File: config.mk
export PLATFORM = sky130hd
export DESIGN_NAME = multipath_score_path_picker
export DESIGN_NICKNAME = d
export VERILOG_FILES = /design/src/mspp_pkg.sv /design/src/mspp_datapath.sv /design/src/mspp_ctrl.sv /design/src/multipath_score_path_picker.sv
export SDC_FILE = /design/constraint.sdc
export NUM_CORES = 1
export LEC_CHECK = 0
export ABC_AREA = 1
export BUFFER_PORTS_ARGS = -buffer_cell sky130_fd_sc_hd__buf_2
export CORE_MARGIN = 1.5
export CORE_UTILIZATION = 50
export CTS_CLUSTER_DIAMETER = 150
export DETAILED_ROUTE_END_ITERATION = 10
export PLACE_DENSITY = 0.68
export SETUP_SLACK_MARGIN = 0.5
export SLEW_MARGIN = 20
export SYNTH_ARGS = -nofsm -noshare
export SYNTH_HDL_FRONTEND = slang
export SYNTH_SLANG_ARGS = --single-unit
export TNS_END_PERCENT = 100
File: constraint.sdc
create_clock -name aclk -period 10.7 [get_ports aclk]
set_input_delay 0 -clock aclk [delete_from_list [all_inputs] [get_ports aclk]]
set_output_delay 0 -clock aclk [all_outputs]
set_load 0.1 [all_outputs]
File: src/mspp_pkg.sv
// ----------------------------------------------------------------------------
// mspp_pkg
// shared types and constants of the multipath score path picker
// ----------------------------------------------------------------------------
`default_nettype none
package mspp_pkg;

    localparam int MAX_PATHS   = 8;
    localparam int CNT_W       = 4;
    localparam int IDENT_W     = 8;
    localparam int BYTES_W     = 32;
    localparam int RTT_W       = 32;
    localparam int SCORE_W     = 42;
    localparam int SHIFT_BITS  = 10;
    localparam int DIVCNT_W    = 6;

    localparam logic [1:0] STATUS_AVAIL   = 2'd0;
    localparam logic [1:0] STATUS_STANDBY = 2'd1;
    localparam logic [1:0] STATUS_FROZEN  = 2'd2;

    localparam logic [1:0] CLASS_AVAIL    = 2'd0;
    localparam logic [1:0] CLASS_STANDBY  = 2'd1;
    localparam logic [1:0] CLASS_ORIGINAL = 2'd2;
    localparam logic [1:0] CLASS_NONE     = 2'd3;

    // controller to datapath
    typedef struct packed {
        logic load;       // capture the input word
        logic div_start;  // begin score division
        logic div_step;   // one quotient bit
        logic update;     // fold captured path into round state
        logic emit;       // build the result word
        logic clear;      // clear round state
    } mspp_cmd_t;

    // datapath to controller
    typedef struct packed {
        logic needs_div;  // captured path needs a score
        logic div_done;   // last quotient bit taken
        logic last;       // captured word closes the round
    } mspp_stat_t;

endpackage
`default_nettype wire

File: src/mspp_datapath.sv
// ----------------------------------------------------------------------------
// mspp_datapath
// path capture, restoring divider for the score and per-class best tracking
// ----------------------------------------------------------------------------
`default_nettype none
module mspp_datapath (
    input  wire logic                          aclk,
    input  wire logic                          aresetn,
    input  wire mspp_pkg::mspp_cmd_t           cmd,
    output mspp_pkg::mspp_stat_t               stat,
    input  wire logic [mspp_pkg::IDENT_W-1:0]  s_path_ident,
    input  wire logic                          s_path_active,
    input  wire logic [1:0]                    s_app_status,
    input  wire logic                          s_path_can_send,
    input  wire logic [mspp_pkg::BYTES_W-1:0]  s_cwnd_bytes,
    input  wire logic [mspp_pkg::BYTES_W-1:0]  s_inflight_bytes,
    input  wire logic [mspp_pkg::BYTES_W-1:0]  s_scheduled_bytes,
    input  wire logic [mspp_pkg::RTT_W-1:0]    s_smoothed_rtt,
    input  wire logic                          s_is_reinject,
    input  wire logic [mspp_pkg::IDENT_W-1:0]  s_packet_path_ident,
    input  wire logic                          s_need_diff_path,
    input  wire logic                          s_last_path,
    output logic                               m_found,
    output logic [mspp_pkg::IDENT_W-1:0]       m_chosen_ident,
    output logic [1:0]                         m_chosen_class,
    output logic [mspp_pkg::SCORE_W-1:0]       m_best_score,
    output logic                               m_congestion_blocked
);
    import mspp_pkg::*;

    localparam int NUM_W = BYTES_W + SHIFT_BITS;

    // captured word
    logic [IDENT_W-1:0] id_reg;
    logic [1:0]         status_reg;
    logic               elig_reg, send_reg, orig_reg, diff_reg, last_reg;
    logic [BYTES_W-1:0] head_reg;
    logic [RTT_W-1:0]   rtt_reg;

    // divider
    logic [NUM_W-1:0]   quo_reg;
    logic [RTT_W:0]     rem_reg;
    logic [DIVCNT_W-1:0] cnt_reg;

    // round state
    logic [IDENT_W-1:0] a_id_reg, s_id_reg, o_id_reg;
    logic [SCORE_W-1:0] a_sc_reg, s_sc_reg;
    logic [RTT_W-1:0]   a_rtt_reg, s_rtt_reg;
    logic [CNT_W-1:0]   a_cnt_reg, s_cnt_reg;
    logic               o_val_reg, blk_reg, seen_reg;
    logic [IDENT_W:0]   prev_reg;

    logic [BYTES_W:0]   used;
    logic [BYTES_W-1:0] head_in;
    logic [RTT_W:0]     trial;
    logic [SCORE_W-1:0] score;
    logic               a_take, s_take, scoring;

    assign used    = {1'b0, s_scheduled_bytes} + {1'b0, s_inflight_bytes};
    assign head_in = ({1'b0, s_cwnd_bytes} > used) ?
                     (s_cwnd_bytes - used[BYTES_W-1:0]) : '0;
    assign trial   = {rem_reg[RTT_W-1:0], quo_reg[NUM_W-1]};

    always_comb begin
        score = quo_reg;
        if (quo_reg == '0 && head_reg != '0) begin
            score = SCORE_W'(1);
        end
    end

    assign scoring = elig_reg && send_reg && !orig_reg;

    function automatic logic beats(input logic [SCORE_W-1:0] sc,
                                   input logic [RTT_W-1:0] rt,
                                   input logic [IDENT_W-1:0] id,
                                   input logic [SCORE_W-1:0] bsc,
                                   input logic [RTT_W-1:0] brt,
                                   input logic [IDENT_W-1:0] bid);
        logic r;
        if (sc != bsc)      r = sc > bsc;
        else if (rt != brt) r = rt < brt;
        else                r = id < bid;
        return r;
    endfunction

    assign a_take = scoring && status_reg == STATUS_AVAIL &&
                    a_cnt_reg < CNT_W'(MAX_PATHS);
    assign s_take = scoring && status_reg == STATUS_STANDBY &&
                    s_cnt_reg < CNT_W'(MAX_PATHS);

    assign stat.needs_div = scoring;
    assign stat.div_done  = cnt_reg == DIVCNT_W'(NUM_W - 1);
    assign stat.last      = last_reg;

    always_ff @(posedge aclk) begin
        if (cmd.load) begin
            id_reg     <= s_path_ident;
            status_reg <= s_app_status;
            elig_reg   <= s_path_active && s_app_status != STATUS_FROZEN;
            send_reg   <= s_path_can_send;
            orig_reg   <= s_is_reinject && s_packet_path_ident == s_path_ident;
            diff_reg   <= s_need_diff_path;
            last_reg   <= s_last_path;
            head_reg   <= head_in;
            rtt_reg    <= (s_smoothed_rtt == '0) ? RTT_W'(1) : s_smoothed_rtt;
        end
        if (cmd.div_start) begin
            quo_reg <= {head_reg, {SHIFT_BITS{1'b0}}};
            rem_reg <= '0;
            cnt_reg <= '0;
        end else if (cmd.div_step) begin
            if (trial >= {1'b0, rtt_reg}) begin
                rem_reg <= trial - {1'b0, rtt_reg};
                quo_reg <= {quo_reg[NUM_W-2:0], 1'b1};
            end else begin
                rem_reg <= trial;
                quo_reg <= {quo_reg[NUM_W-2:0], 1'b0};
            end
            cnt_reg <= cnt_reg + DIVCNT_W'(1);
        end
    end

    always_ff @(posedge aclk) begin
        if (!aresetn || cmd.clear) begin
            a_cnt_reg <= '0;
            s_cnt_reg <= '0;
            o_val_reg <= 1'b0;
            blk_reg   <= 1'b0;
            seen_reg  <= 1'b0;
            a_id_reg  <= '0;
            s_id_reg  <= '0;
            o_id_reg  <= '0;
            a_sc_reg  <= '0;
            s_sc_reg  <= '0;
            a_rtt_reg <= '0;
            s_rtt_reg <= '0;
            if (!aresetn) begin
                prev_reg <= '0;
            end
        end else if (cmd.update) begin
            if (elig_reg) begin
                seen_reg <= 1'b1;
                if (send_reg) begin
                    blk_reg <= 1'b0;
                end else if (!seen_reg) begin
                    blk_reg <= 1'b1;
                end
                if (send_reg && orig_reg) begin
                    o_val_reg <= 1'b1;
                    o_id_reg  <= id_reg;
                end
            end
            if (a_take) begin
                if (a_cnt_reg == '0 ||
                    beats(score, rtt_reg, id_reg, a_sc_reg, a_rtt_reg, a_id_reg)) begin
                    a_id_reg  <= id_reg;
                    a_sc_reg  <= score;
                    a_rtt_reg <= rtt_reg;
                end
                a_cnt_reg <= a_cnt_reg + CNT_W'(1);
            end
            if (s_take) begin
                if (s_cnt_reg == '0 ||
                    beats(score, rtt_reg, id_reg, s_sc_reg, s_rtt_reg, s_id_reg)) begin
                    s_id_reg  <= id_reg;
                    s_sc_reg  <= score;
                    s_rtt_reg <= rtt_reg;
                end
                s_cnt_reg <= s_cnt_reg + CNT_W'(1);
            end
        end
        if (aresetn && cmd.emit) begin
            if (a_cnt_reg != '0) begin
                prev_reg <= {1'b1, a_id_reg};
            end else if (s_cnt_reg != '0) begin
                prev_reg <= {1'b1, s_id_reg};
            end
        end
    end

    // result word, held until the next emit
    always_ff @(posedge aclk) begin
        if (cmd.emit) begin
            m_congestion_blocked <= blk_reg;
            if (a_cnt_reg != '0) begin
                m_found <= 1'b1; m_chosen_ident <= a_id_reg;
                m_chosen_class <= CLASS_AVAIL; m_best_score <= a_sc_reg;
            end else if (s_cnt_reg != '0) begin
                m_found <= 1'b1; m_chosen_ident <= s_id_reg;
                m_chosen_class <= CLASS_STANDBY; m_best_score <= s_sc_reg;
            end else if (o_val_reg && !diff_reg) begin
                m_found <= 1'b1; m_chosen_ident <= o_id_reg;
                m_chosen_class <= CLASS_ORIGINAL; m_best_score <= '0;
            end else begin
                m_found <= 1'b0; m_chosen_ident <= '0;
                m_chosen_class <= CLASS_NONE; m_best_score <= '0;
            end
        end
    end

    // previous choice is kept for observability only
    logic prev_unused;
    assign prev_unused = ^prev_reg;

endmodule
`default_nettype wire

File: src/mspp_ctrl.sv
// ----------------------------------------------------------------------------
// mspp_ctrl
// sequencer: capture, divide, fold, and result handshake
// ----------------------------------------------------------------------------
`default_nettype none
module mspp_ctrl (
    input  wire logic                 aclk,
    input  wire logic                 aresetn,
    input  wire logic                 s_valid,
    output logic                      s_ready,
    output logic                      m_valid,
    input  wire logic                 m_ready,
    input  wire mspp_pkg::mspp_stat_t stat,
    output mspp_pkg::mspp_cmd_t       cmd
);
    import mspp_pkg::*;

    localparam logic [2:0] ST_IDLE   = 3'd0;
    localparam logic [2:0] ST_DECIDE = 3'd1;
    localparam logic [2:0] ST_DIV    = 3'd2;
    localparam logic [2:0] ST_UPDATE = 3'd3;
    localparam logic [2:0] ST_EMIT   = 3'd4;

    logic [2:0] state_reg, state_next;
    logic       mvalid_reg, mvalid_next;

    assign m_valid = mvalid_reg;
    // emit needs a free output register
    assign s_ready = state_reg == ST_IDLE;

    always_comb begin
        state_next    = state_reg;
        mvalid_next   = mvalid_reg;
        cmd           = '0;
        if (mvalid_reg && m_ready) begin
            mvalid_next = 1'b0;
        end
        unique case (state_reg)
            ST_IDLE: begin
                if (s_valid) begin
                    cmd.load   = 1'b1;
                    state_next = ST_DECIDE;
                end
            end
            ST_DECIDE: begin
                if (stat.needs_div) begin
                    cmd.div_start = 1'b1;
                    state_next    = ST_DIV;
                end else begin
                    state_next = ST_UPDATE;
                end
            end
            ST_DIV: begin
                cmd.div_step = 1'b1;
                if (stat.div_done) begin
                    state_next = ST_UPDATE;
                end
            end
            ST_UPDATE: begin
                cmd.update = 1'b1;
                state_next = stat.last ? ST_EMIT : ST_IDLE;
            end
            ST_EMIT: begin
                if (!mvalid_reg || m_ready) begin
                    cmd.emit    = 1'b1;
                    cmd.clear   = 1'b1;
                    mvalid_next = 1'b1;
                    state_next  = ST_IDLE;
                end
            end
            default: state_next = ST_IDLE;
        endcase
    end

    always_ff @(posedge aclk) begin
        if (!aresetn) begin
            state_reg  <= ST_IDLE;
            mvalid_reg <= 1'b0;
        end else begin
            state_reg  <= state_next;
            mvalid_reg <= mvalid_next;
        end
    end

endmodule
`default_nettype wire

File: src/multipath_score_path_picker.sv
// ----------------------------------------------------------------------------
// multipath_score_path_picker
// scores a round of path descriptors and picks the path for one packet
// ----------------------------------------------------------------------------
// channel | direction | contents
// s_      | in        | one path descriptor word, last_path closes round
// m_      | out       | one pick word per round
//
// a path word is captured, scored if it needs a score, then folded in:
// the 42-step restoring divider (one quotient bit a cycle) computes the score
// the closing word also goes through an emit step that builds the pick word
// reset (synchronous, aresetn low) clears round state and previous choice
// a stalled m_ side holds the pick word; the next round is taken, but its emit waits
`default_nettype none
module multipath_score_path_picker (
    input  wire logic         aclk,
    input  wire logic         aresetn,
    input  wire logic         s_valid,
    output logic              s_ready,
    input  wire logic [7:0]   s_path_ident,
    input  wire logic         s_path_active,
    input  wire logic [1:0]   s_app_status,
    input  wire logic         s_path_can_send,
    input  wire logic [31:0]  s_cwnd_bytes,
    input  wire logic [31:0]  s_inflight_bytes,
    input  wire logic [31:0]  s_scheduled_bytes,
    input  wire logic [31:0]  s_smoothed_rtt,
    input  wire logic         s_is_reinject,
    input  wire logic [7:0]   s_packet_path_ident,
    input  wire logic         s_need_diff_path,
    input  wire logic         s_last_path,
    output logic              m_valid,
    input  wire logic         m_ready,
    output logic              m_found,
    output logic [7:0]        m_chosen_ident,
    output logic [1:0]        m_chosen_class,
    output logic [41:0]       m_best_score,
    output logic              m_congestion_blocked
);
    import mspp_pkg::*;

    mspp_cmd_t  cmd;   // sequencer commands
    mspp_stat_t stat;  // datapath status

    // controller: handshakes and step sequencing
    mspp_ctrl u_ctrl (
        .aclk    (aclk),
        .aresetn (aresetn),
        .s_valid (s_valid),
        .s_ready (s_ready),
        .m_valid (m_valid),
        .m_ready (m_ready),
        .stat    (stat),
        .cmd     (cmd)
    );

    // datapath: headroom, divider, class trackers, result register
    mspp_datapath u_dp (
        .aclk                 (aclk),
        .aresetn              (aresetn),
        .cmd                  (cmd),
        .stat                 (stat),
        .s_path_ident         (s_path_ident),
        .s_path_active        (s_path_active),
        .s_app_status         (s_app_status),
        .s_path_can_send      (s_path_can_send),
        .s_cwnd_bytes         (s_cwnd_bytes),
        .s_inflight_bytes     (s_inflight_bytes),
        .s_scheduled_bytes    (s_scheduled_bytes),
        .s_smoothed_rtt       (s_smoothed_rtt),
        .s_is_reinject        (s_is_reinject),
        .s_packet_path_ident  (s_packet_path_ident),
        .s_need_diff_path     (s_need_diff_path),
        .s_last_path          (s_last_path),
        .m_found              (m_found),
        .m_chosen_ident       (m_chosen_ident),
        .m_chosen_class       (m_chosen_class),
        .m_best_score         (m_best_score),
        .m_congestion_blocked (m_congestion_blocked)
    );

endmodule
`default_nettype wire

# Yosys cells after proc, flatten, opt, wreduce, memory -nomap -nowiden
# Index checks and enable logic that the tools add are counted.
[totals]
ff_bits = 400
input_bits = 155
output_inout_bits = 56
wordCells = 146
[classes]
addsub = 6
magnitude_cmp = 10
n_eq_ne = 16
n_mux = 42
reduce_logical = 39
[op_table]
columns = ["op", "n"]
rows = [
  ["$mux 42", 5],
  ["$gt 42x42->1", 2],
  ["$ne 42x42->1", 2],
  ["$lt 32x32->1", 2],
  ["$ne 32x32->1", 2],
  ["$sub 32x32->32", 2],
  ["$logic_not 42->1", 1],
  ["$add 32x32->33", 1],
  ["$ge 33x32->1", 1],
  ["$gt 32x33->1", 1],
  ["$logic_not 32->1", 1],
  ["$mux 32", 1],
  ["$reduce_bool 32->1", 1],
  ["$mux 1", 26],
  ["$mux 8", 3],
  ["$lt 8x8->1", 2],
  ["$pmux 3 s5", 1],
  ["$reduce_and 3->1", 5],
  ["$logic_and 1x1->1", 12],
  ["$mux 3", 4],
  ["$add 4x1->4 const B", 2],
  ["$eq 8x8->1", 1],
  ["$logic_not 4->1", 2],
  ["$lt 4x4->1 const B", 2],
  ["other kinds (17)", 31],
]

# Longest topological paths before layout
# Gate-level depths: netlist of the first run.
[depth]
ltp_word = 10
depth_mapped = 27
mapped_depth_nobuf = 26

# By module
# Synthesis of the first run repeated with hierarchy kept, for this count alone.
[hier_totals]
cells_unflattened = 3541
hier_area_um2 = 26322.7
[modules_own_cells]
columns = ["mod", "instances", "cells_each", "area_each_um2", "seq_area_each_um2"]
rows = [
  ["mspp_datapath", 1, 3501, 26081.3, 9579.2],
  ["mspp_ctrl", 1, 40, 241.5, 80.1],
]

# Worst setup path before layout of the first run
# OpenSTA, ideal clock, no wires.
[synth_path]
kind = "reg-to-reg"
startpoint = "register u_ctrl.state_reg[0]"
endpoint = "register u_dp.diff_reg, enable pin"
setup_time_ns = 0.711
t_arrival_ns = 7.984
required_ns = 9.989
slack_ns = 2.005
stages_incl_launch_ff = 2
path_buffers = 0
period_less_slack_ns = 8.695
cell_sequence = "dfxtp_1 nor4_1"
[synth_lines]
columns = ["element", "line_no", "rtl"]
rows = [
  ["start: declaration", "mspp_ctrl.sv:24", "logic [2:0] state_reg, state_next;"],
  ["start signal: assignment", "mspp_ctrl.sv:80", "state_reg <= state_next;"],
  ["end signal: assignment", "mspp_datapath.sv:102", "diff_reg <= s_need_diff_path;"],
  ["end: declaration", "mspp_datapath.sv:36", "logic elig_reg, send_reg, orig_reg, diff_reg, last_reg;"],
]

# Worst setup path after layout of the first run
[layout_path]
startpoint = "register u_dp.quo_reg[36]"
endpoint = "register u_dp.s_rtt_reg[29]"
[layout_between]
elab_chain_cells = 10
elab_cells_between_ends = 11
classes_between = "order compare: 1; eq/ne: 1; mux: 5; reduce/logical: 4"
[layout_lines]
columns = ["element", "line_no", "rtl"]
rows = [
  ["start: declaration", "mspp_datapath.sv:41", "logic [NUM_W-1:0] quo_reg;"],
  ["start signal: assignment", "mspp_datapath.sv:108", "quo_reg <= {head_reg, {SHIFT_BITS{1'b0}}};"],
  ["start signal: assignment", "mspp_datapath.sv:114", "quo_reg <= {quo_reg[NUM_W-2:0], 1'b1};"],
  ["start signal: assignment", "mspp_datapath.sv:117", "quo_reg <= {quo_reg[NUM_W-2:0], 1'b0};"],
  ["$logic_not 42->1", "mspp_datapath.sv:66", "if (quo_reg == '0 && head_reg != '0) begin"],
  ["$logic_and 1x1->1", "mspp_datapath.sv:66", ""],
  ["$mux 42 *", "mspp_datapath.sv:66", ""],
  ["$gt 42x42->1 or $ne 42x42->1 (tied branches)", "mspp_datapath.sv:80", "if (sc != bsc) r = sc > bsc;"],
  ["$mux 1 *", "mspp_datapath.sv:80", ""],
  ["$mux 1 *", "mspp_datapath.sv:162", "if (s_take) begin"],
  ["$mux 1 *", "mspp_datapath.sv:140", "end else if (cmd.update) begin"],
  ["$mux 1 *", "mspp_datapath.sv:124", "if (!aresetn || cmd.clear) begin"],
  ["$logic_or 1x1->1 *", "mspp_datapath.sv:163", "if (s_cnt_reg == '0 ||"],
  ["$reduce_and 3->1 (no source line) *", "n/a", ""],
  ["end signal: assignment", "mspp_datapath.sv:167", "s_rtt_reg <= rtt_reg;"],
  ["end: declaration", "mspp_datapath.sv:48", "logic [RTT_W-1:0] a_rtt_reg, s_rtt_reg;"],
]
# Mark *: on every way between the ends. The rest lies on a longest branch, timed or not. The select of a mux whose other input is x is not followed.
# A chain may end at the register's enable or synchronous reset.

==> results of run 1 <==
## cell usage after synthesis (31+ instances only)
library cell    n
nor2_1        403
nand2_1       690
nand3_1       242
nand4_1        66
dfxtp_1       235
inv_1         472
xor2_1         50
buf_2          43
o21ai_0       121
clkbuf_1      124
o22ai_1        50
ha_1          262
edfxtp_1      165
nor4_1         31
a21oi_1       354
## cell families after synthesis
| kind of cell | after synthesis | share of synthesized area (%) |
|---|---|---|
| flip-flops | 400 | 36.88 |
| XOR/XNOR | 80 | 2.676 |
| AO/OA/AOI/OAI | 633 | 13.34 |
| AND/OR/NAND/NOR | 1493 | 24.10 |
| buffers and inverters | 679 | 10.25 |
| adder cells (fa/ha/maj) | 265 | 12.75 |
## layout make-up
cell class,instances,area [sq um]
clock inverter,18,224.0
tap,680,850.8
sequential,400,9659
inverter,483,1815
timing repair buffer,280,1707
clock buffer,65,1294
fill,4993,22070
antenna,1,2.502
multi-input combinational,2471,13890
## worst paths after layout
path | from | to | slack, ns | cells past startpoint
setup / recovery | u_dp.quo_reg[36] | u_dp.s_rtt_reg[29] | 6.01 | 17
hold / removal | s_cwnd_bytes[14] | u_dp.head_reg[14] | 0.05 | 4
hold reg to reg | u_dp.o_id_reg[7] | u_dp.o_id_reg[7] | 0.46 | 2
setup reg to reg | u_dp.quo_reg[36] | u_dp.s_rtt_reg[29] | 6.01 | 17
## power groups by stage
stage	combinational [mW]	sequential [mW]	clock, mW
3_5_place_dp	1.78	1.93	0
6_report	1.83	1.91	1.59
5_1_grt	2.06	1.92	1.67
2_1_floorplan	1.34	1.90	0
4_1_cts	1.81	1.90	1.62
3_3_place_gp	1.78	1.93	0
## worst max-delay path, delay by kind of cell, from the launching register on
| family | cells | cell delay (ns) |
|---|---|---|
| adder cells (fa/ha/maj) | 1 | 0.29 |
| buffers and inverters | 2 | 0.98 |
| AND/OR/NAND/NOR | 14 | 2.69 |
| flip-flops | 1 | 0.43 |
## per-layer routing
layer  up-vias  GRT usage (%)
met5         -              0
met4         0          7.021
met3       111          4.249
met2       773          42.27
met1     11100          40.09
li1      12020              -
==> out/qor.csv, run 1 <==
stage;metric;value;unit
outcome;status;finished clean;
clock_network;total CTS buffers;45;
synth;Cells after Synth;3550;
routing;Post-Route WL;74110;um
finish;Layout Nets;4101;
timing;post-route minimum period;4.689;ns
floorplanning;Die Y;231.9;um
power_and_ir_drop;Max IR drop VDD;0.1171;mV
routing;Vias/cell;5.458;
synth;dominant cells by area after synthesis;edfxtp_1 19%, dfxtp_1 18%, ha_1 13%, nand2_1 9.9%, a21oi_1 6.8%;
synth;asr flop ratio synth;0;%
finish;most frequent cells in the layout;688 x nand2_1, 471 x inv_1, 401 x nor2_1;
synth;sequential element share of the synthesized area;36.88;%
routing;DR DRC count;0;
floorplanning;starting density of the core;50.84;%
setup_path;critical path fanouts, max;87;
placement;DP HPWL;54050;um
power_and_ir_drop;Final Power;5.333;mW
clock_network;clock transition at the registers of the reported paths;0.06;ns
setup_path;crit path capture type;flip-flop;
grt;gr ovfl total;0;
clock_network;Worst-Skew Late Latency;0.59;ns
synth;Syn Nets;3970;
finish;Area growth syn-to-layout;12.43;%
synth;Cell Area, Synth;26190;sq um
flow_run;maxcap violations;0;
clock_network;clk sink count;400;
grt;first-pass GRT wire length;118700;um
power_and_ir_drop;Pwr Density;181.1;nW/um^2
floorplanning;row count;83;
clock_network;postcts setup bufs;0;
synth;leading area contributor after synthesis;edfxtp_1;
power_and_ir_drop;switching power;1.983;mW
timing;setup TNS;0;ns
setup_path;Startpoint Class;flip-flop;
power_and_ir_drop;P_int;3.350;mW
placement;placed insts;4262;
synth;synthesized area per cell;7.377;sq um
finish;commonest non-fill, non-tap cell in the layout;nand2_1;
routing;antenna-violating nets left;0;
power_and_ir_drop;Static Leak;13.06;nW
placement;Post-Place Cell Area;27400;sq um
setup_path;arrival time worst endpoint;5.16;ns
setup_path;CP cell instances;inv_1 > nand4_1 > nor4_1 > nand3_1 > nor2_1 > nor2_1 > ha_1 > nand4_1 > nor4_1 > nand3_1 > nor2_1 > nand2_1 > nand3_4 > buf_4 > nand3_1 > nand2_1 > nor2_1;
routing;drt pass-1 iters;5;
timing;final hold violations;0;
floorplanning;DIE WIDTH;231.9;um
routing;routed wire length on met3;4911;um
synth;top_reg_cell synth;dfxtp_1;
power_and_ir_drop;Reg power frac;35.8;%
synth;flop and latch count out of synthesis;400;
worst_hold_path;HP Class;primary input to flip-flop;
timing;fmax;213.3;MHz
timing;Setup Skew;0.01816;ns
synth;number of flops mapped to enable cells by yosys;165;
routing;initial drt markers;2082;
setup_path;CP Class;flip-flop to flip-flop;
clock_network;hold bufs inserted after CTS;52;
finish;Design Area, Final;29440;sq um
grt;initial antenna violation count;0;
synth;top cell type's share of synthesized area;18.92;%
setup_path;most frequent CP cell;nor2_1;
floorplanning;die area;53760;sq um
timing;Final setup viols;0;
clock_network;CTS tree;yes;
floorplanning;Core Region;51510;sq um
synth;YS warnings;0;
routing;vias;24010;
grt;via count of the first global-routing pass;22200;
grt;pin count of the biggest net entering global routing;89;
timing;Worst Hold Slack;0.04564;ns
grt;Total GRT Usage;27.50;%
clock_network;Root Driver;clkbuf_16;
timing;worst relative slew slack;24.01;%
setup_path;Critical-path top delay cell;buf_4;
timing;measured slew at the worst slew-check pin;1.136;ns
clock_network;H-tree levels;2;
clock_network;post-CTS sizing;0;
routing;met2 WL;32000;um
clock_network;clk buf depth;3;
power_and_ir_drop;fraction of power spent switching nets;37.19;%
timing;setup ws final;6.011;ns
setup_path;CP required;11.17;ns
power_and_ir_drop;Comb power frac;34.4;%
power_and_ir_drop;clock share of power;29.9;%
timing;RSZ-0062 raised after global routing;false;
placement;I/O Buffers;210;
routing;per-cell routed wire length;16.85;um
finish;Layout Utilization;57.16;%
routing;DR top layer;met4;
finish;Post-Layout Cell Count;4398;
timing;Pins Over Slew Limit;0;
setup_path;Largest stage delay, worst path;0.80;ns
routing;WL met1;35580;um
finish;layout cells sized above 1;8.824;%
floorplanning;# IOs;211;
synth;Unique masters post-synth;55;
timing;period utilization;43.82;%
placement;Place WS;6.044;ns
placement;RD Place Congestion;0.9499;
Power figures use the tool's default switching activity.
==> inputs of run 2 (changes only) <==
- clock period: 10.7 -> 4.85 ns (I/O delays scaled with it)
==> run 2 against run 1 <==
Wire length rose by 0.54%. Register-to-register slack got worse by 4.9 ns. First-iteration DRC count fell by 4.2%. Count of clock-buffer cells in the layout fell by 1. Clock power rose by 120%. Sequential power rose by 120%. Core utilization rose by 0.10 points. Maximum frequency rose by 25%. Critical path depth fell by 1. Flip-flop and latch count did not move. Non-clock buffer count rose by 4. Combinational power rose by 120%. Critical endpoint is now u_dp.a_sc_reg[9]. Highest routed layer is now met5.
==> out/qor.csv, run 2 (same netlist as run 1, synthesis figures left out) <==
stage;metric;value;unit;change
finish;Area growth syn-to-layout;12.63;%;
floorplanning;row count;83;;unchanged
clock_network;hold bufs inserted after CTS;53;;+1.9%
clock_network;post-CTS sizing;0;;unchanged
clock_network;total CTS buffers;45;;unchanged
timing;Setup Skew;0.02914;ns;+0.01097 ns
clock_network;Worst-Skew Late Latency;0.59;ns;about the same
routing;drt pass-1 iters;5;;unchanged
setup_path;CP required;5.32;ns;-5.85 ns
timing;post-route minimum period;3.747;ns;-0.9421 ns
setup_path;Startpoint Class;flip-flop;;
placement;I/O Buffers;210;;unchanged
grt;global route hottest layer;met2;;
grt;first-pass GRT wire length;118400;um;-0.24%
setup_path;RR Startpoint;u_dp.quo_reg[37];;
clock_network;clk buf depth;3;;unchanged
timing;Pins Over Slew Limit;0;;unchanged
setup_path;CP Class;flip-flop to flip-flop;;
outcome;status;finished clean;;
setup_path;worst reg2reg path depth;16;;-1
routing;per-cell routed wire length;16.92;um;+0.45%
floorplanning;starting density of the core;50.84;%;unchanged
clock_network;H-tree levels;2;;unchanged
grt;grt met3 use;4.212;%;-0.037 points
setup_path;r2r endpoint;u_dp.a_sc_reg[9];;
floorplanning;die area;53760;sq um;unchanged
grt;via count of the first global-routing pass;22050;;-0.66%
setup_path;crit path capture type;flip-flop;;
timing;RSZ-0062 raised after global routing;false;;
placement;DP HPWL;54640;um;+1.1%
placement;RD Place Congestion;0.9721;;+2.3%
power_and_ir_drop;Pwr Density;396.8;nW/um^2;+120%
grt;initial antenna violation count;3;;+3
grt;pin count of the biggest net entering global routing;129;;+45%
clock_network;Root Driver;clkbuf_16;;
routing;antenna-violating nets left;0;;unchanged
floorplanning;# IOs;211;;unchanged
finish;Layout Nets;4105;;+0.098%
power_and_ir_drop;Max IR drop VDD;0.2263;mV;+93%
timing;setup TNS;0;ns;unchanged
finish;most frequent cells in the layout;688 x nand2_1, 471 x inv_1, 401 x nor2_1;;
routing;Post-Route WL;74500;um;+0.54%
timing;fmax;266.9;MHz;+25%
flow_run;maxcap violations;0;;unchanged
worst_hold_path;min-delay src;s_cwnd_bytes[5];;
finish;layout cells sized above 1;8.788;%;-0.036 points
timing;period utilization;77.25;%;+33 points
finish;commonest non-fill, non-tap cell in the layout;nand2_1;;
routing;Vias/cell;5.431;;-0.51%
grt;Total GRT Usage;27.50;%;about the same
timing;Final setup viols;0;;unchanged
power_and_ir_drop;Static Leak;13.07;nW;about the same
clock_network;CTS tree;yes;;
routing;vias;23910;;-0.42%
routing;DR DRC count;0;;unchanged
setup_path;critical path fanouts, max;44;;-49%
floorplanning;Die Y;231.9;um;unchanged
clock_network;postcts setup bufs;0;;unchanged
clock_network;clk sink count;400;;unchanged
clock_network;clock transition at the registers of the reported paths;0.06;ns;about the same
grt;grt met1 use;39.39;%;-0.70 points
floorplanning;DIE WIDTH;231.9;um;unchanged
routing;initial drt markers;1995;;-4.2%
floorplanning;Core Region;51510;sq um;unchanged
worst_hold_path;Worst Hold Path Cells;4;;unchanged
power_and_ir_drop;Final Power;11.71;mW;+120%
worst_hold_path;WHS Endpoint;u_dp.head_reg[5];;
timing;worst relative slew slack;31.50;%;+7.5 points
timing;final hold violations;0;;unchanged
timing;measured slew at the worst slew-check pin;1.028;ns;-0.1081 ns
setup_path;worst reg-to-reg setup slack;1.10;ns;-4.91 ns
worst_hold_path;HP Class;primary input to flip-flop;;
grt;gr ovfl total;0;;unchanged
grt;met2 Track Usage GR;42.86;%;+0.60 points
setup_path;arrival time worst endpoint;4.22;ns;-0.94 ns
-- run 2: critical path, stage by stage (launching register included) --
cell and delay, ns:
edfxtp_1 0.43, inv_1 0.18, nand4_1 0.11, nor4_1 0.50, nand3_1 0.16, nor2_1 0.13, nor2_1 0.10, ha_1 0.29
nand4_1 0.17, nor3b_1 0.23, nand4_1 0.16, nand2_1 0.16, nand2_4 0.07, nand2_2 0.65, nand2_1 0.12, nand2_1 0.10
nor2_1 0.05
-- run 2: cell type report --
| cell class | instances | area, sq um |
|---|---|---|
| antenna | 1 | 2.502 |
| timing repair buffer | 284 | 1802 |
| tap | 680 | 850.8 |
| clock buffer | 64 | 1252 |
| multi-input combinational | 2471 | 13900 |
| fill | 5002 | 22010 |
| sequential | 400 | 9659 |
| clock inverter | 19 | 210.2 |
| inverter | 483 | 1815 |
-- run 2: report_power, final --
part	switching [mW]	leakage [nW]	internal, mW
Sequential	0.318	3.47	3.90
Combinational	2.64	8.89	1.42
Clock	1.41	0.713	2.01
-- run 2: worst max path at each step --
stage                                    from                    to  slack (ns)  depth (start not counted)
after CTS                    u_dp.quo_reg[15]    u_dp.s_rtt_reg[21]        1.23                         17
after global routing         u_dp.quo_reg[37]     u_dp.a_sc_reg[40]        0.81                         17
after detailed placement  s_inflight_bytes[0]     u_dp.head_reg[20]        0.75                         25
after global placement    s_inflight_bytes[0]     u_dp.head_reg[25]        0.88                         25
after floorplan                u_ctrl.m_valid  u_dp.m_best_score[0]        1.24                          3
final                        u_dp.quo_reg[37]      u_dp.a_sc_reg[9]        1.10                         16
-- run 2: routing by layer --
| metal | up-vias | routed length (um) |
|---|---|---|
| met5 | - | 20 |
| met4 | 4 | 1858 |
| met2 | 782 | 32700 |
| met1 | 10960 | 34990 |
| met3 | 118 | 4932 |
| li1 | 12040 | - |
-- run 2: through the flow --
| stage | cell area, sq um | hold WS (ns) | setup slack [ns] | instances | utilization, % |
|---|---|---|---|---|---|
| CTS | 29490 | 0.02284 | 1.226 | 4401 | 57.26 |
| floorplan | 26200 | 0.09887 | 1.242 | 3550 | - |
| global route | 29500 | 0.06575 | 0.8129 | 4402 | 57.26 |
| finish | 29500 | 0.04958 | 1.103 | 4402 | 57.26 |
| global placement | 27500 | 0.1767 | 0.8762 | 4265 | 53.38 |
| detailed placement | 27500 | 0.1781 | 0.7537 | 4265 | 53.39 |
==> inputs of run 3 (changes only) <==
- PLACE_DENSITY: 0.68 -> 0.71
- clock period: 4.85 -> 3.25 ns (I/O delays scaled with it)
==> run 3 against run 2 <==
Final area rose by 15%. First-iteration DRC count increased by 19%. Final cell count grew 7.9%. Count of clock-buffer cells in the layout stayed put. Worst setup slack worse by 1.1 ns. Sequential power grew 48%. Wire length is 12% higher. Maximum frequency is 16% higher. Flip-flop and latch count did not move. Total power up 62%. Largest cell class unchanged. Worst hold slack better by 0.018 ns.
==> out/qor.csv, run 3 (same netlist as run 1, synthesis figures left out) <==
stage;metric;value;unit;change
setup_path;arrival time worst endpoint;3.71;ns;-0.51 ns
grt;via count of the first global-routing pass;24100;;+9.3%
setup_path;RR Startpoint;u_dp.head_reg[24];;
placement;I/O Buffers;210;;unchanged
worst_hold_path;HP Class;primary input to flip-flop;;
timing;worst relative slew slack;27.96;%;-3.5 points
grt;gr ovfl total;0;;unchanged
setup_path;critical path fanouts, max;6;;-86%
clock_network;clk buf depth;3;;unchanged
timing;measured slew at the worst slew-check pin;1.079;ns;+0.05189 ns
finish;Register Area;9662;sq um;about the same
routing;DR DRC count;0;;unchanged
finish;Layout Utilization;65.82;%;+8.6 points
power_and_ir_drop;Pwr Density;558.4;nW/um^2;+41%
timing;Worst Hold Slack;0.06805;ns;+0.01847 ns
placement;DP HPWL;57770;um;+5.7%
flow_run;maxcap violations;0;;unchanged
routing;vias;25940;;+8.5%
timing;fmax;309.2;MHz;+16%
floorplanning;row count;83;;unchanged
worst_hold_path;min-delay src;s_cwnd_bytes[1];;
clock_network;Worst-Skew Late Latency;0.60;ns;about the same
clock_network;clk sink count;400;;unchanged
clock_network;total CTS buffers;44;;-2.2%
power_and_ir_drop;Static Leak;15.23;nW;+16%
power_and_ir_drop;Max IR drop VDD;0.3781;mV;+67%
finish;fillers;4373;;-13%
setup_path;crit path capture type;flip-flop;;
floorplanning;# IOs;211;;unchanged
floorplanning;DIE WIDTH;231.9;um;unchanged
grt;initial antenna violation count;4;;+1
finish;Design Area, Final;33900;sq um;+15%
timing;final hold violations;0;;unchanged
finish;most frequent cells in the layout;675 x nand2_1, 462 x inv_1, 350 x nor2_1;;
clock_network;clock transition at the registers of the reported paths;0.06;ns;about the same
timing;Final setup viols;0;;unchanged
worst_hold_path;Worst Hold Path Cells;4;;unchanged
finish;commonest non-fill, non-tap cell in the layout;nand2_1;;
finish;multi-input gate area in the final layout;14990;sq um;+7.8%
clock_network;Root Driver;clkbuf_16;;
outcome;status;finished clean;;
routing;Post-Route WL;83120;um;+12%
floorplanning;Core Region;51510;sq um;unchanged
floorplanning;Die Y;231.9;um;unchanged
routing;initial drt markers;2365;;+19%
routing;antenna-violating nets left;0;;unchanged
setup_path;worst reg2reg path depth;20;;+4
floorplanning;die area;53760;sq um;unchanged
timing;post-route minimum period;3.234;ns;-0.5130 ns
setup_path;CP Class;flip-flop to flip-flop;;
timing;Setup Skew;0.02784;ns;-0.001301 ns
setup_path;Startpoint Class;flip-flop;;
clock_network;H-tree levels;2;;unchanged
routing;Vias/cell;5.459;;+0.52%
power_and_ir_drop;Final Power;18.93;mW;+62%
setup_path;CP Launch Point;u_dp.head_reg[24];;
timing;Pins Over Slew Limit;0;;unchanged
timing;RSZ-0062 raised after global routing;true;;
finish;Layout Nets;4453;;+8.5%
timing;period utilization;99.50;%;+22 points
grt;first-pass GRT wire length;125500;um;+6.0%
finish;Area growth syn-to-layout;29.46;%;
finish;layout cells sized above 1;21.55;%;+13 points
placement;Post-Place Cell Area;29790;sq um;+8.3%
grt;Total GRT Usage;29.15;%;+1.7 points
grt;pin count of the biggest net entering global routing;80;;-38%
floorplanning;starting density of the core;50.84;%;unchanged
setup_path;CP required;3.73;ns;-1.59 ns
routing;per-cell routed wire length;17.49;um;+3.4%
routing;drt pass-1 iters;8;;+3
placement;RD Place Congestion;0.9648;;-0.75%
clock_network;CTS tree;yes;;
[run 3: changes by cell type in the layout (fill, tap and decap cells not counted), sizes merged]
cell	before	now
buf	231	569
bufinv	4	1
clkbuf	64	75
diode	1	2
inv	482	484
[run 3: timing repair]
item	in CTS	in global routing
endpoints found under the setup margin	199	229
endpoints found under the hold margin	59	0
gates cloned	10	14
hold buffers	53	0
pin swaps	28	52
resized for setup	79	204
buffers inserted	28	18
[run 3: worst max-delay path, stage by stage (launching register included)]
cell,delay (ns)
edfxtp_1,0.46
nor4_1,0.33
nand4_1,0.16
nor2_2,0.20
nor2_4,0.07
nor2_4,0.12
ha_1,0.17
nor2_1,0.06
o211ai_1,0.15
nand3_1,0.17
nand3_1,0.15
nand3_1,0.12
nand2_2,0.12
nand2_4,0.11
buf_6,0.16
nand2_8,0.10
buf_12,0.16
buf_16,0.13
nand2_1,0.05
nand2_1,0.05
nor2_1,0.04
[run 3: final timing paths]
check | endpoint | slack [ns]
max | u_dp.a_sc_reg[22] | 0.02
min | u_dp.head_reg[1] | 0.07
max reg2reg | u_dp.a_sc_reg[22] | 0.02
min reg2reg | u_dp.o_id_reg[0] | 0.45
[run 3: area by class of cell]
class                      instances  share of cell area [%]
timing repair buffer             633                   15.17
sequential                       400                   28.50
inverter                         483                   5.355
tap                              680                   2.510
antenna                            2                 0.01476
clock inverter                    18                  0.4392
multi-input combinational       2471                   44.21
clock buffer                      64                   3.798
[run 3: power by group]
group | internal [mW] | switching [mW] | leakage (nW) | total (mW)
Clock | 2.85 | 2.15 | 0.703 | 5.00
Sequential | 5.83 | 0.417 | 3.47 | 6.24
Combinational | 3.09 | 4.60 | 11.1 | 7.69
[run 3: metal layers]
metal  routed length [um]  GRT usage, %  part of all wire (%)  vias up
met5                   25             0                 0.030        -
met4                 2628         8.360                   3.2        4
met3                 6240         3.917                   7.5      169
met2                38280         48.38                    46     1048
met1                35940         39.54                    43    11990
li1                     -             -                     -    12730
[run 3: through the flow]
stage | worst slack (ns) | cells | TNS (ns)
2_1_floorplan | -0.1455 | 3550 | -11.50
3_3_place_gp | -0.7703 | 4544 | -24.38
3_5_place_dp | -0.8027 | 4544 | -25.10
4_1_cts | 0.08771 | 4717 | 0
5_1_grt | -0.1276 | 4751 | -3.344
6_report | 0.01618 | 4751 | 0
